[src/hdl/tsd_pkg.sv]
// tsd_pkg: shared types and constants of the token stream deframer
// used by tsd_front, tsd_queue, tsd_back and token_stream_deframer
package tsd_pkg;

    // default depth of the queue between parser and result serializer
    localparam int QUEUE_DEPTH_DEF = 4;

    // result event codes
    localparam logic [1:0] EV_HEADER = 2'd0;
    localparam logic [1:0] EV_BYTE   = 2'd1;
    localparam logic [1:0] EV_END    = 2'd2;
    localparam logic [1:0] EV_DONE   = 2'd3;

    // buffer status codes
    localparam logic [2:0] ST_OK       = 3'd0;
    localparam logic [2:0] ST_MAGIC    = 3'd1;
    localparam logic [2:0] ST_TRUNC    = 3'd2;
    localparam logic [2:0] ST_TYPE     = 3'd3;
    localparam logic [2:0] ST_TRAILING = 3'd4;

    // configuration register indexes
    localparam logic [1:0] CFG_START = 2'd0;
    localparam logic [1:0] CFG_ATTR  = 2'd1;
    localparam logic [1:0] CFG_TEXT  = 2'd2;
    localparam logic [1:0] CFG_END   = 2'd3;

    // token kinds
    localparam logic [1:0] KIND_START = 2'd0;
    localparam logic [1:0] KIND_ATTR  = 2'd1;
    localparam logic [1:0] KIND_TEXT  = 2'd2;
    localparam logic [1:0] KIND_END   = 2'd3;

    // all results caused by one input word
    typedef struct packed {
        logic        hdr;
        logic        sbyte;
        logic        tend;
        logic        done;
        logic [1:0]  kind;
        logic [31:0] depth;
        logic [1:0]  sel;
        logic [7:0]  data;
        logic [2:0]  status;
    } t_bundle;

    // magic sequence "PVTD1"
    function automatic logic [7:0] magic_byte(input logic [2:0] idx);
        logic [7:0] v;
        case (idx)
            3'd0:    v = 8'h50;
            3'd1:    v = 8'h56;
            3'd2:    v = 8'h54;
            3'd3:    v = 8'h44;
            3'd4:    v = 8'h31;
            default: v = 8'h00;
        endcase
        return v;
    endfunction

endpackage

[src/hdl/tsd_front.sv]
// tsd_front: byte parser, holds the type code registers and the framing state
// depends on tsd_pkg; produces at most one result bundle per accepted word
module tsd_front (
    input  logic               i_clk,
    input  logic               i_rst_n,
    input  logic               i_cfg_we,
    input  logic [1:0]         i_cfg_index,
    input  logic [7:0]         i_cfg_data,
    input  logic               i_take,
    input  logic [7:0]         i_data_byte,
    input  logic               i_final_byte,
    output logic               o_push,
    output tsd_pkg::t_bundle   o_bundle
);
    import tsd_pkg::*;

    // parser phases
    localparam logic [3:0] PH_MAGIC = 4'd0;
    localparam logic [3:0] PH_COUNT = 4'd1;
    localparam logic [3:0] PH_TYPE  = 4'd2;
    localparam logic [3:0] PH_DEPTH = 4'd3;
    localparam logic [3:0] PH_LEN0  = 4'd4;
    localparam logic [3:0] PH_STR0  = 4'd5;
    localparam logic [3:0] PH_LEN1  = 4'd6;
    localparam logic [3:0] PH_STR1  = 4'd7;
    localparam logic [3:0] PH_LEN2  = 4'd8;
    localparam logic [3:0] PH_STR2  = 4'd9;
    localparam logic [3:0] PH_TRAIL = 4'd10;
    localparam logic [3:0] PH_SINK  = 4'd11;

    logic [7:0]  r_code_start, r_code_attr, r_code_text, r_code_end;
    logic [3:0]  r_phase, n_phase;
    logic [2:0]  r_fbi, n_fbi;
    logic [31:0] r_ws, n_ws;
    logic [31:0] r_tokens, n_tokens;
    logic [31:0] r_sleft, n_sleft;
    logic [1:0]  r_kind, n_kind;
    logic [31:0] r_depth, n_depth;
    logic [2:0]  r_err, n_err;

    logic [31:0] ws_shift;
    logic [2:0]  fbi_inc;
    logic        take_done;
    logic [3:0]  ph_off;
    logic        fin_str;
    logic [1:0]  fin_sel;
    logic [31:0] sleft_dec;
    logic [31:0] tokens_dec;
    t_bundle     bnd;

    // type code registers
    always_ff @(posedge i_clk) begin
        if (!i_rst_n) begin
            r_code_start <= 8'd1;
            r_code_attr  <= 8'd2;
            r_code_text  <= 8'd3;
            r_code_end   <= 8'd4;
        end else if (i_cfg_we) begin
            case (i_cfg_index)
                CFG_START: r_code_start <= i_cfg_data;
                CFG_ATTR:  r_code_attr  <= i_cfg_data;
                CFG_TEXT:  r_code_text  <= i_cfg_data;
                CFG_END:   r_code_end   <= i_cfg_data;
                default:   ;
            endcase
        end
    end

    // little-endian word collection
    assign ws_shift   = {i_data_byte, r_ws[31:8]};
    assign fbi_inc    = r_fbi + 3'd1;
    assign take_done  = (fbi_inc >= 3'd4);
    assign ph_off     = r_phase - PH_LEN0;
    assign sleft_dec  = r_sleft - 32'd1;
    assign tokens_dec = r_tokens - 32'd1;

    // next state and results of one word
    always_comb begin
        n_phase  = r_phase;
        n_fbi    = r_fbi;
        n_ws     = r_ws;
        n_tokens = r_tokens;
        n_sleft  = r_sleft;
        n_kind   = r_kind;
        n_depth  = r_depth;
        n_err    = r_err;
        fin_str  = 1'b0;
        fin_sel  = 2'd0;
        bnd      = '0;

        case (r_phase)
            PH_MAGIC: begin
                if (r_fbi > 3'd4 || i_data_byte != magic_byte(r_fbi)) begin
                    n_err   = ST_MAGIC;
                    n_phase = PH_SINK;
                end else if (fbi_inc == 3'd5) begin
                    n_fbi   = 3'd0;
                    n_phase = PH_COUNT;
                end else begin
                    n_fbi = fbi_inc;
                end
            end
            PH_COUNT: begin
                n_ws  = ws_shift;
                n_fbi = take_done ? 3'd0 : fbi_inc;
                if (take_done) begin
                    n_tokens = ws_shift;
                    n_phase  = (ws_shift != 32'd0) ? PH_TYPE : PH_TRAIL;
                end
            end
            PH_TYPE: begin
                if (i_data_byte == r_code_start) begin
                    n_kind = KIND_START;
                end else if (i_data_byte == r_code_attr) begin
                    n_kind = KIND_ATTR;
                end else if (i_data_byte == r_code_text) begin
                    n_kind = KIND_TEXT;
                end else if (i_data_byte == r_code_end) begin
                    n_kind = KIND_END;
                end else begin
                    n_kind = KIND_START;
                    n_err  = ST_TYPE;
                end
                n_fbi   = 3'd0;
                n_phase = PH_DEPTH;
            end
            PH_DEPTH: begin
                n_ws  = ws_shift;
                n_fbi = take_done ? 3'd0 : fbi_inc;
                if (take_done) begin
                    n_depth = ws_shift;
                    bnd.hdr = (r_err == ST_OK);
                    n_phase = PH_LEN0;
                end
            end
            PH_LEN0, PH_LEN1, PH_LEN2: begin
                n_ws  = ws_shift;
                n_fbi = take_done ? 3'd0 : fbi_inc;
                if (take_done) begin
                    n_sleft = ws_shift;
                    if (ws_shift == 32'd0) begin
                        fin_str = 1'b1;
                        fin_sel = ph_off[2:1];
                    end else begin
                        n_phase = r_phase + 4'd1;
                    end
                end
            end
            PH_STR0, PH_STR1, PH_STR2: begin
                bnd.sbyte = (r_err == ST_OK);
                bnd.sel   = ph_off[2:1];
                bnd.data  = i_data_byte;
                n_sleft   = sleft_dec;
                if (sleft_dec == 32'd0) begin
                    fin_str = 1'b1;
                    fin_sel = ph_off[2:1];
                end
            end
            PH_TRAIL: begin
                n_err   = ST_TRAILING;
                n_phase = PH_SINK;
            end
            default: ;
        endcase

        // a string is complete: next string, token end, or the sink after an error
        if (fin_str) begin
            if (fin_sel == 2'd0) begin
                n_phase = PH_LEN1;
                n_fbi   = 3'd0;
            end else if (fin_sel == 2'd1) begin
                n_phase = PH_LEN2;
                n_fbi   = 3'd0;
            end else if (r_err != ST_OK) begin
                n_phase = PH_SINK;
            end else begin
                bnd.tend = 1'b1;
                n_tokens = tokens_dec;
                n_phase  = (tokens_dec != 32'd0) ? PH_TYPE : PH_TRAIL;
            end
        end

        bnd.kind  = n_kind;
        bnd.depth = n_depth;

        // final word: status and back to the start of a buffer
        if (i_final_byte) begin
            bnd.done = 1'b1;
            if (n_phase == PH_TRAIL) begin
                bnd.status = ST_OK;
            end else if (n_phase >= PH_SINK) begin
                bnd.status = n_err;
            end else begin
                bnd.status = ST_TRUNC;
            end
            n_phase  = PH_MAGIC;
            n_fbi    = 3'd0;
            n_ws     = 32'd0;
            n_tokens = 32'd0;
            n_sleft  = 32'd0;
            n_kind   = KIND_START;
            n_depth  = 32'd0;
            n_err    = ST_OK;
        end
    end

    // parser state
    always_ff @(posedge i_clk) begin
        if (!i_rst_n) begin
            r_phase  <= PH_MAGIC;
            r_fbi    <= 3'd0;
            r_ws     <= 32'd0;
            r_tokens <= 32'd0;
            r_sleft  <= 32'd0;
            r_kind   <= KIND_START;
            r_depth  <= 32'd0;
            r_err    <= ST_OK;
        end else if (i_take) begin
            r_phase  <= n_phase;
            r_fbi    <= n_fbi;
            r_ws     <= n_ws;
            r_tokens <= n_tokens;
            r_sleft  <= n_sleft;
            r_kind   <= n_kind;
            r_depth  <= n_depth;
            r_err    <= n_err;
        end
    end

    // only words that cause results enter the queue
    assign o_push   = i_take && (bnd.hdr || bnd.sbyte || bnd.tend || bnd.done);
    assign o_bundle = bnd;

endmodule

[src/hdl/tsd_queue.sv]
// tsd_queue: small first-in first-out queue of result bundles
// depends on tsd_pkg for the bundle type
module tsd_queue #(
    parameter int DEPTH = tsd_pkg::QUEUE_DEPTH_DEF
) (
    input  logic               i_clk,
    input  logic               i_rst_n,
    input  logic               i_push,
    input  tsd_pkg::t_bundle   i_wdata,
    input  logic               i_pop,
    output tsd_pkg::t_bundle   o_head,
    output logic               o_empty,
    output logic               o_full
);
    import tsd_pkg::*;

    localparam int PTR_W = (DEPTH > 1) ? $clog2(DEPTH) : 1;
    localparam int CNT_W = $clog2(DEPTH + 1);

    t_bundle            r_mem [DEPTH];
    logic [PTR_W-1:0]   r_wr, r_rd;
    logic [CNT_W-1:0]   r_count;
    logic               do_push, do_pop;

    assign do_push = i_push && !o_full;
    assign do_pop  = i_pop && !o_empty;

    // storage
    always_ff @(posedge i_clk) begin
        if (do_push) begin
            r_mem[r_wr] <= i_wdata;
        end
    end

    // pointers and fill count
    always_ff @(posedge i_clk) begin
        if (!i_rst_n) begin
            r_wr    <= '0;
            r_rd    <= '0;
            r_count <= '0;
        end else begin
            if (do_push) begin
                r_wr <= (r_wr == PTR_W'(DEPTH - 1)) ? '0 : r_wr + PTR_W'(1);
            end
            if (do_pop) begin
                r_rd <= (r_rd == PTR_W'(DEPTH - 1)) ? '0 : r_rd + PTR_W'(1);
            end
            if (do_push && !do_pop) begin
                r_count <= r_count + CNT_W'(1);
            end else if (do_pop && !do_push) begin
                r_count <= r_count - CNT_W'(1);
            end
        end
    end

    assign o_head  = r_mem[r_rd];
    assign o_empty = (r_count == '0);
    assign o_full  = (r_count == CNT_W'(DEPTH));

endmodule

[src/hdl/tsd_back.sv]
// tsd_back: splits queued bundles into single results behind an output register
// depends on tsd_pkg for the bundle type and event codes
module tsd_back (
    input  logic               i_clk,
    input  logic               i_rst_n,
    input  tsd_pkg::t_bundle   i_head,
    input  logic               i_empty,
    output logic               o_pop,
    output logic               o_valid,
    input  logic               i_stall,
    output logic [1:0]         o_event_res,
    output logic [1:0]         o_token_kind,
    output logic [31:0]        o_depth,
    output logic [1:0]         o_string_select,
    output logic [7:0]         o_payload,
    output logic [2:0]         o_status,
    output logic               o_run_last
);
    import tsd_pkg::*;

    logic [3:0]  r_used, n_used;
    logic        r_valid;
    logic [1:0]  r_ev, r_kind, r_sel;
    logic [31:0] r_depth;
    logic [7:0]  r_data;
    logic [2:0]  r_status;
    logic        r_last;

    logic [3:0]  pend;
    logic [3:0]  pick;
    logic        load;
    logic        emit;
    logic        last;
    logic [1:0]  ev;

    // events of the head bundle not yet sent, in result order
    assign pend = {i_head.done, i_head.tend, i_head.sbyte, i_head.hdr} & ~r_used;
    assign pick = pend & (~pend + 4'd1);
    assign load = !r_valid || !i_stall;
    assign emit = load && !i_empty;
    assign last = ((pend & ~pick) == 4'd0);
    assign o_pop = emit && last;

    // event code of the picked bit
    always_comb begin
        case (pick)
            4'b0001: ev = EV_HEADER;
            4'b0010: ev = EV_BYTE;
            4'b0100: ev = EV_END;
            default: ev = EV_DONE;
        endcase
    end

    always_comb begin
        n_used = r_used;
        if (emit) begin
            n_used = last ? 4'd0 : (r_used | pick);
        end
    end

    // control
    always_ff @(posedge i_clk) begin
        if (!i_rst_n) begin
            r_used  <= 4'd0;
            r_valid <= 1'b0;
        end else begin
            r_used <= n_used;
            if (load) begin
                r_valid <= !i_empty;
            end
        end
    end

    // output word
    always_ff @(posedge i_clk) begin
        if (emit) begin
            r_ev     <= ev;
            r_kind   <= (ev == EV_DONE) ? 2'd0 : i_head.kind;
            r_depth  <= (ev == EV_DONE) ? 32'd0 : i_head.depth;
            r_sel    <= (ev == EV_BYTE) ? i_head.sel : 2'd0;
            r_data   <= (ev == EV_BYTE) ? i_head.data : 8'd0;
            r_status <= (ev == EV_DONE) ? i_head.status : ST_OK;
            r_last   <= last;
        end
    end

    assign o_valid         = r_valid;
    assign o_event_res     = r_ev;
    assign o_token_kind    = r_kind;
    assign o_depth         = r_depth;
    assign o_string_select = r_sel;
    assign o_payload       = r_data;
    assign o_status        = r_status;
    assign o_run_last      = r_last;

endmodule

[src/hdl/token_stream_deframer.sv]
// token_stream_deframer: one byte per cycle in, one result per cycle out, unless stalled.
// a taken byte's results pass through the bundle queue and then the output register.
// throughput: one byte per cycle while bytes cause at most one result each and the output
// is not stalled; a byte may cause up to three results, and the result serializer sends one
// per cycle, so a queue of QUEUE_DEPTH bundles absorbs bursts before input stall rises.
// reset (synchronous, active low) empties queue and output, clears the parser, codes 1 to 4.
module token_stream_deframer #(
    parameter int QUEUE_DEPTH = tsd_pkg::QUEUE_DEPTH_DEF
) (
    input  logic        i_clk,
    input  logic        i_rst_n,
    input  logic        i_cfg_we,
    input  logic [1:0]  i_cfg_index,
    input  logic [7:0]  i_cfg_data,
    input  logic        i_valid,
    output logic        o_stall,
    input  logic [7:0]  i_data_byte,
    input  logic        i_final_byte,
    output logic        o_valid,
    input  logic        i_stall,
    output logic [1:0]  o_event_res,
    output logic [1:0]  o_token_kind,
    output logic [31:0] o_depth,
    output logic [1:0]  o_string_select,
    output logic [7:0]  o_payload,
    output logic [2:0]  o_status,
    output logic        o_run_last
);
    import tsd_pkg::*;

    logic    take;
    logic    push;
    logic    pop;
    logic    empty;
    logic    full;
    t_bundle wbnd;
    t_bundle head;

    // input word taken whenever the queue has room
    assign o_stall = full;
    assign take    = i_valid && !full;

    // parser
    tsd_front u_front (
        .i_clk        (i_clk),
        .i_rst_n      (i_rst_n),
        .i_cfg_we     (i_cfg_we),
        .i_cfg_index  (i_cfg_index),
        .i_cfg_data   (i_cfg_data),
        .i_take       (take),
        .i_data_byte  (i_data_byte),
        .i_final_byte (i_final_byte),
        .o_push       (push),
        .o_bundle     (wbnd)
    );

    // bundle queue
    tsd_queue #(
        .DEPTH (QUEUE_DEPTH)
    ) u_queue (
        .i_clk   (i_clk),
        .i_rst_n (i_rst_n),
        .i_push  (push),
        .i_wdata (wbnd),
        .i_pop   (pop),
        .o_head  (head),
        .o_empty (empty),
        .o_full  (full)
    );

    // result serializer
    tsd_back u_back (
        .i_clk           (i_clk),
        .i_rst_n         (i_rst_n),
        .i_head          (head),
        .i_empty         (empty),
        .o_pop           (pop),
        .o_valid         (o_valid),
        .i_stall         (i_stall),
        .o_event_res     (o_event_res),
        .o_token_kind    (o_token_kind),
        .o_depth         (o_depth),
        .o_string_select (o_string_select),
        .o_payload       (o_payload),
        .o_status        (o_status),
        .o_run_last      (o_run_last)
    );

endmodule
[config.mk]
export PLATFORM = sky130hd
export DESIGN_NAME = token_stream_deframer
export DESIGN_NICKNAME = d
export VERILOG_FILES = /design/src/hdl/tsd_pkg.sv /design/src/hdl/tsd_front.sv /design/src/hdl/tsd_queue.sv /design/src/hdl/tsd_back.sv /design/src/hdl/token_stream_deframer.sv
export SDC_FILE = /design/constraint.sdc
export NUM_CORES = 1
export LEC_CHECK = 0
export ABC_AREA = 0
export BUFFER_PORTS_ARGS = -buffer_cell sky130_fd_sc_hd__buf_2
export CAP_MARGIN = 5
export CORE_AREA = 5 5 241 184
export DETAILED_ROUTE_END_ITERATION = 6
export DIE_AREA = 0 0 246 189
export PLACE_DENSITY = 0.76
export SLEW_MARGIN = 20
export SYNTH_ARGS = -nofsm -noshare
export SYNTH_HDL_FRONTEND = slang
export SYNTH_SLANG_ARGS = --single-unit
[constraint.sdc]
create_clock -name i_clk -period 6 [get_ports i_clk]
set_clock_uncertainty 0.15 [all_clocks]
set_input_delay 0.6 -clock i_clk [delete_from_list [all_inputs] [get_ports i_clk]]
set_output_delay 0.6 -clock i_clk [all_outputs]
set_load 0.02 [all_outputs]
* Word-level counts from Yosys, hierarchy flattened
Memories as Yosys holds them, arrays and structs flattened. A register that Yosys moved wholly into a read port is not among the register bits.
Index checks and enable logic that the tools add are counted.
** Cells by class
- $add $sub $neg :: 10
- $lt $le $gt $ge :: 3
- Eq/ne operators :: 34
- Mux-type cells :: 82
- Bitwise logic cells :: 7
- Reductions and logical operators :: 43
** Operators by type and width (count)
- 32-bit two-way mux :: 14
- 32-bit zero test :: 2
- 32-bit case mux with 2 select lines :: 1
- 32-bit nonzero test :: 2
- 32-bit by 1-bit subtractor with 32-bit output (second input constant) :: 2
- 4-bit two-way mux :: 14
- 3-bit two-way mux :: 18
- 7-bit case mux with 5 select lines :: 1
- 8-bit == test :: 4
- 2-bit two-way mux :: 13
- 4-bit case mux with 6 select lines :: 1
- 4-bit by 3-bit == test with 1-bit output (second input constant) :: 5
- 3-bit case mux with 3 select lines :: 2
- 4-bit == test (second input constant) :: 4
- 1-bit two-way mux :: 13
- 4-bit AND :: 3
- 4-bit by 2-bit == test with 1-bit output (second input constant) :: 3
- 4-bit inverter :: 3
- 2-bit == test (second input constant) :: 5
- 10-bit two-way mux :: 1
- 2-bit AND reduction :: 5
- 3-bit == test (second input constant) :: 3
- 3-bit zero test :: 3
- 4-bit by 1-bit adder with 4-bit output (second input constant) :: 2
- 28 further kinds :: 55
** Word-level totals
- Flip-flop bits (word level) :: 234
- Bits in writable memories :: 204
- Input port bits :: 24
- Output and inout bits :: 52
- Logic and storage cells :: 204
- Memories kept :: 1
** Memories
- u_queue.r_mem :: depth 4, width 51, rd ports 1, clocked after memory_dff 1, wr ports 1, RTL line tsd_queue.sv:20 : t_bundle r_mem [DEPTH];

* Longest topological paths before layout
- Word-level depth :: 16
- Mapped depth :: 16
- Mapped depth without buffers :: 16

* Hierarchy
A second synthesis with hierarchy kept.
** Second synthesis, totals
- Cell total of the unflattened synthesis :: 1747
- Area total of the unflattened synthesis :: 19876.6 um^2
** Modules (own cells, without submodules)
- tsd_front :: instances 1, cells each 1294, area each 9846.9 um^2, sequential area each 3283.1 um^2
- tsd_queue :: instances 1, cells each 318, area each 7898.8 um^2, sequential area each 6306.0 um^2
- tsd_back :: instances 1, cells each 134, area each 2117.0 um^2, sequential area each 1601.5 um^2
- token_stream_deframer :: instances 1, cells each 1, area each 13.8 um^2, sequential area each 0.0 um^2

* Worst setup path before layout
No wires, ideal clock.
- Path type :: input to register
- From :: input i_stall
- To :: register u_queue.r_count[2]
- Library setup time :: 0.076 ns
- Data arrival time :: 4.851 ns
- Required time :: 5.774 ns
- Setup slack :: 0.923 ns
- Stages on the path :: 8
- Buffers on the path :: 0
- Cells stage by stage :: a21oi_1 -> nand2_1 -> ha_1 -> inv_1 -> fa_1 -> xor2_1 -> or3_1 -> a21boi_0
** On the way
- Longest elaborated chain between the ends :: 8
- Elaborated cells between the ends (all ways) :: 10
- Those cells by class :: mux (1); reduce/logical (9)
** Ends and longest elaborated chain
- start, declared :: RTL line token_stream_deframer.sv:20 : input logic i_stall,
- 1-bit zero test * :: RTL line tsd_back.sv:39 : assign load = !r_valid || !i_stall;
- 1-bit logical OR * :: RTL line tsd_back.sv:39
- 1-bit logical AND * :: RTL line tsd_back.sv:40 : assign emit = load && !i_empty;
- 1-bit logical AND * :: RTL line tsd_back.sv:42 : assign o_pop = emit && last;
- 1-bit logical AND * :: RTL line tsd_queue.sv:26 : assign do_pop = i_pop && !o_empty;
- 1-bit zero test :: RTL line tsd_queue.sv:48 : if (do_push && !do_pop) begin
- 1-bit logical AND :: RTL line tsd_queue.sv:48
- 3-bit two-way mux or 2-bit nonzero test (tied branches)
- end signal, assigned :: RTL line tsd_queue.sv:49 : r_count <= r_count + CNT_W'(1);
- end signal, assigned :: RTL line tsd_queue.sv:51 : r_count <= r_count - CNT_W'(1);
- end, declared :: RTL line tsd_queue.sv:22 : logic [CNT_W-1:0] r_count;
Every way passes the cells marked *; elsewhere a longest branch is shown, timed or not.
A chain may end at the register's enable or synchronous reset.

* Worst setup path after layout
- From :: register u_front.r_sleft[0]
- To :: register u_queue.r_count[2]
** On the way
- Longest elaborated chain between the ends :: 15
- Elaborated cells between the ends (all ways) :: 20
- Those cells by class :: add/sub (1); eq/ne (1); mux (8); reduce/logical (10)
** Ends and longest elaborated chain
- start, declared :: RTL line tsd_front.sv:36 : logic [31:0] r_sleft, n_sleft;
- start signal, assigned :: RTL line tsd_front.sv:223 : r_sleft <= n_sleft;
- 32-bit by 1-bit subtractor with 32-bit output * :: RTL line tsd_front.sv:74 : assign sleft_dec = r_sleft - 32'd1;
- 32-bit zero test * :: RTL line tsd_front.sv:154 : if (sleft_dec == 32'd0) begin
- 2-bit two-way mux :: RTL line tsd_front.sv:154
- 2-bit case mux with 2 select lines :: RTL line tsd_front.sv:91 : case (r_phase)
- 2-bit by 1-bit == test with 1-bit output :: RTL line tsd_front.sv:171 : end else if (fin_sel == 2'd1) begin
- 1-bit two-way mux :: RTL line tsd_front.sv:171
- 1-bit two-way mux :: RTL line tsd_front.sv:168 : if (fin_sel == 2'd0) begin
- 1-bit two-way mux * :: RTL line tsd_front.sv:167 : if (fin_str) begin
- 1-bit logical OR * (2 in series) :: RTL line tsd_front.sv:231 : assign o_push = i_take && (bnd.hdr || bnd.sbyte || bnd.tend || bnd.done);
- 1-bit logical AND * :: RTL line tsd_front.sv:231
- 1-bit logical AND * :: RTL line tsd_queue.sv:25 : assign do_push = i_push && !o_full;
- named net u_queue.do_push :: RTL line tsd_queue.sv:23 : logic do_push, do_pop;
- 1-bit zero test :: RTL line tsd_queue.sv:50 : end else if (do_pop && !do_push) begin
- 1-bit logical AND :: RTL line tsd_queue.sv:50
- 2-bit nonzero test (no source line)
Mark *: on every way through the listed nets, which the timed path passes. The rest lies on a longest branch.

==> metrics.md <==
| Metric | Value |
|---|---|
| Outcome | `complete, no violations` |
| Length of the first detailed-routing pass in iterations | `6` |
| Peak supply drop | `241.2 uV` |
| Maximum level of the CTS H-tree | `2` |
| Starting utilization of the core area | `49.35%` |
| Area growth, synth to finish | `11.79%` |
| Setup repair after global routing missed its margin | `false` |
| CTS tree | `built` |
| Period Utilization, post-route | `81.95%` |
| Crit path launch | `u_front.r_sleft[0]` |
| Post-CTS Hold Fix Bufs | `0` |
| Area occupied by registers | `11,200 um^2` |
| Half-perimeter wire length after detailed placement | `35.99 mm` |
| Fmax achieved | `0.2034 GHz` |
| Standard-cell row count | `65` |
| Leftover overflow at the end of global routing | `0` |
| Number of nets in the synthesized netlist | `1,889` |
| Uppermost routed layer | `met4` |
| Largest area contributor in the synthesized netlist | `edfxtp_1` |
| Type of element launching the critical path | `flip-flop` |
| Share of final-layout standard cells stronger than drive strength 1 | `16.02%` |
| Min-Delay Startpoint | `i_stall` |
| Antenna-violating nets left | `0` |
| Clock slew at the register clock pins of the worst setup and hold paths | `0.06 ns` |
| Share of synthesized registers carrying an async set or reset | `0%` |
| Number of buffers added on ports | `75` |
| Worst reg2reg path startpoint | `u_front.r_sleft[0]` |
| Crit Path Class | `flip-flop to flip-flop` |
| Number of flip-flops and latches in the synthesized netlist | `432` |
| End-of-flow core utilization | `55.17%` |
| Width of the die | `246 um` |
| RD Place Congestion | `1.005` |
| Number of global-route vias before repair | `14,550` |
| Final hold violation count | `0` |
| Filler cell count | `3,511` |
| Setup-failing EPs final | `0` |
| Quantity of gates resized following cts | `0` |
| Clock Sink Count | `432` |
| Area share of the leading cell type in the synthesized netlist | `37.12%` |
| Layout Nets | `1,913` |
| Number of violations reported at the end of detailed-routing iteration 0 | `2,009` |
| Core area | `41,640 um^2` |
| Vertical die dimension | `189 um` |
| Most common cell in the netlist | `edfxtp_1` |
| Main synth FF type | `edfxtp_1` |
| Post-CTS setup buffer count | `0` |
| Gate count of the mapped netlist | `1,844` |
| Initial antenna violation count | `0` |
| R2R Setup Slk | `1.08 ns` |
| Max-slew violation count | `0` |
| Max Cap Violations | `0` |
| Largest net degree at the start of global routing | `97` |
| Total wire length after detailed routing | `54.96 mm` |
| CTS buffer count | `44` |
| Slew of the pin with the lowest slew margin | `1.116 ns` |
| Required time at the endpoint of the critical path | `6.35 ns` |
| Delay of the slowest cell on the worst path | `0.67 ns` |
| Number of enable-type register cells in the synthesized netlist | `254` |
| Drt wl/cell | `22.22 um` |
| Post-synth design cell area | `20,550 um^2` |
| Cell with the largest stage delay on the worst path | `nor3b_1` |
| Critical path fanouts, max | `7` |
| Wire length on met3 | `4.667 mm` |
| Wire length on met1 | `24.21 mm` |
| DR vias | `15,340` |
| Static leakage | `0.007805 uW` |
| I/O pins | `76` |
| Sort of element at the end of the critical path | `flip-flop` |
| Final Critical Period | `4.917 ns` |
| Critical-path cell list | `inv_1 -> ha_1 -> nor3b_1 -> nand2_1 -> a2111oi_0 -> o2111ai_1 -> nor4b_2 -> a31o_2 -> nand2_1 -> a21oi_2 -> ha_1 -> inv_1 -> fa_1 -> xor2_1 -> or3_1 -> a21boi_0` |
| Number of synthesis warnings | `0` |
| Power density cells | `363.3 nW/um^2` |
| Antenna diodes | `0` |
| Routed met2 length | `24.74 mm` |
| Post-Syn Area per Cell | `11.14 um^2` |
| DRC violations left | `0` |
| Total power after layout | `8345 uW` |
| Combined buffer and inverter count along the critical path | `2` |
| Ranking of synthesized cells by instance count | `254 x edfxtp_1, 178 x dfxtp_1, 156 x nand2_1, 146 x nor2b_1, 111 x nor2_1` |
| Maximum clock path buffer count | `3` |
| CTS Root Buffer Type | `clkbuf_16` |
| First-pass GRT wire length | `85.75 mm` |
| Insertion delay of the later-clocked pin in the worst-skew pair | `0.58 ns` |
| Sequential fraction of the synthesis area | `54.46%` |
| Post-route setup TNS | `0 ns` |
| Total routing resource utilization after global routing | `23.21%` |
| Area used by multi-input combinational logic | `8786 um^2` |
| Average vias per placed instance | `6.201` |
| Die ar. | `46,490 um^2` |
| Worst path top cell family by delay | `simple AND/OR/NAND/NOR gates` |
| Ranking of synthesized cells by area | `edfxtp_1 37%, dfxtp_1 17%, mux4_2 5.6%` |
| Relative slew margins | `25.60%` |
| Worst min path class | `input pin to flip-flop` |
| Arrival time at the worst endpoint | `5.27 ns` |
| Number of different library cells in the post-synthesis netlist | `84` |
## area by class of cell
type	instances	share of cell area, %
Sequential cell	432	48.74
Tap cell	569	3.099
Timing Repair Buffer	103	2.887
Inverter	28	0.4575
Clock inverter	21	1.285
Clock buffer	61	5.289
Multi-Input combinational cell	1259	38.25
## registers in the layout (all words and copies together), names as in the netlist, 4 cells and up, named ones only
| register | count |
|---|---|
| u_back.o_depth | 32 |
| u_back.o_payload | 8 |
| u_back.r_used | 4 |
| u_front.r_code_attr | 8 |
| u_front.r_code_end | 8 |
| u_front.r_code_start | 8 |
| u_front.r_code_text | 8 |
| u_front.r_depth | 32 |
| u_front.r_phase | 4 |
| u_front.r_sleft | 32 |
| u_front.r_tokens | 32 |
| u_front.r_ws | 24 |
| u_queue.r_mem | 204 |
## worst paths after layout
check | endpoint | cells past startpoint
worst max register to register | u_queue.r_count[2] | 16
worst min-delay path | u_back.o_valid | 3
worst min register to register | u_back.r_used[1] | 2
worst max-delay path | u_queue.r_count[2] | 16
## placed cells by master, fill, tap and decap left out, types with 14 or more instances in the layout
master | Yosys | layout
edfxtp_1 | 254 | 254
dfxtp_1 | 178 | 176
nand2_1 | 156 | 156
nor2b_1 | 146 | 145
nor2_1 | 111 | 109
o21ai_0 | 102 | 101
buf_2 | 6 | 74
a22oi_1 | 74 | 73
a21oi_1 | 67 | 66
mux4_2 | 51 | 51
xnor2_1 | 48 | 48
clkbuf_16 | 0 | 44
nor4_1 | 40 | 40
nand3_1 | 40 | 40
nor3_1 | 39 | 38
a21boi_0 | 33 | 33
mux2_2 | 32 | 32
inv_1 | 28 | 28
buf_4 | 0 | 23
nand4_1 | 20 | 20
ha_1 | 20 | 20
a31oi_1 | 19 | 19
and2_1 | 22 | 18
mux2i_1 | 17 | 17
o21a_1 | 15 | 15
and3_1 | 14 | 14
## per-layer routing
metal / vias to the layer above / GRT usage [%]
met5: - / 0
met4: 0 / 5.684
met3: 100 / 3.966
met2: 746 / 35.89
li1: 6933 / -
met1: 7557 / 34.44
## worst register-to-register path, delay by kind of cell, from the launching register on
family | cells | cell delay [ns]
xor gates and xnor gates | 1 | 0.16
AOI/OAI and AO/OA | 5 | 1.56
DFF | 1 | 0.36
and+or+nand+nor | 5 | 1.62
adders and majority gates | 3 | 0.88
buffers and inverters | 2 | 0.13
## kinds of logic (layout without fill, tap and decap cells)
group                      Yosys count  in the layout  share of synthesized area [%]
xor gates and xnor gates            54             54                          2.302
and+or+nand+nor                    679            679                          17.58
adders and majority gates           22             22                          1.364
buffers and inverters              153            213                          2.978
AOI/OAI and AO/OA                  404            404                          13.15
DFF                                432            432                          54.46
muxes                              100            100                          8.171
## stage by stage
| stage | instance area, um^2 | worst slack, ns | std cells | hold WS [ns] |
|---|---|---|---|---|
| floorplan | 20550 | 0.9233 | 1844 | 0.2780 |
| global placement | 21460 | 1.271 | 2391 | 0.2890 |
| detailed placement | 21460 | 1.169 | 2391 | 0.3083 |
| CTS | 22970 | 1.137 | 2473 | 0.1553 |
| global route | 22970 | 0.6829 | 2473 | 0.1656 |
| finish | 22970 | 1.083 | 2473 | 0.1681 |
## where the power goes
part | total [uW] | leakage [uW] | switching, uW | internal (uW)
clock | 2850 | 0.000736 | 1160 | 1690
combinational | 1800 | 0.00328 | 1130 | 670
sequential | 3690 | 0.00378 | 157 | 3530
(Power assumes the default switching activity.)
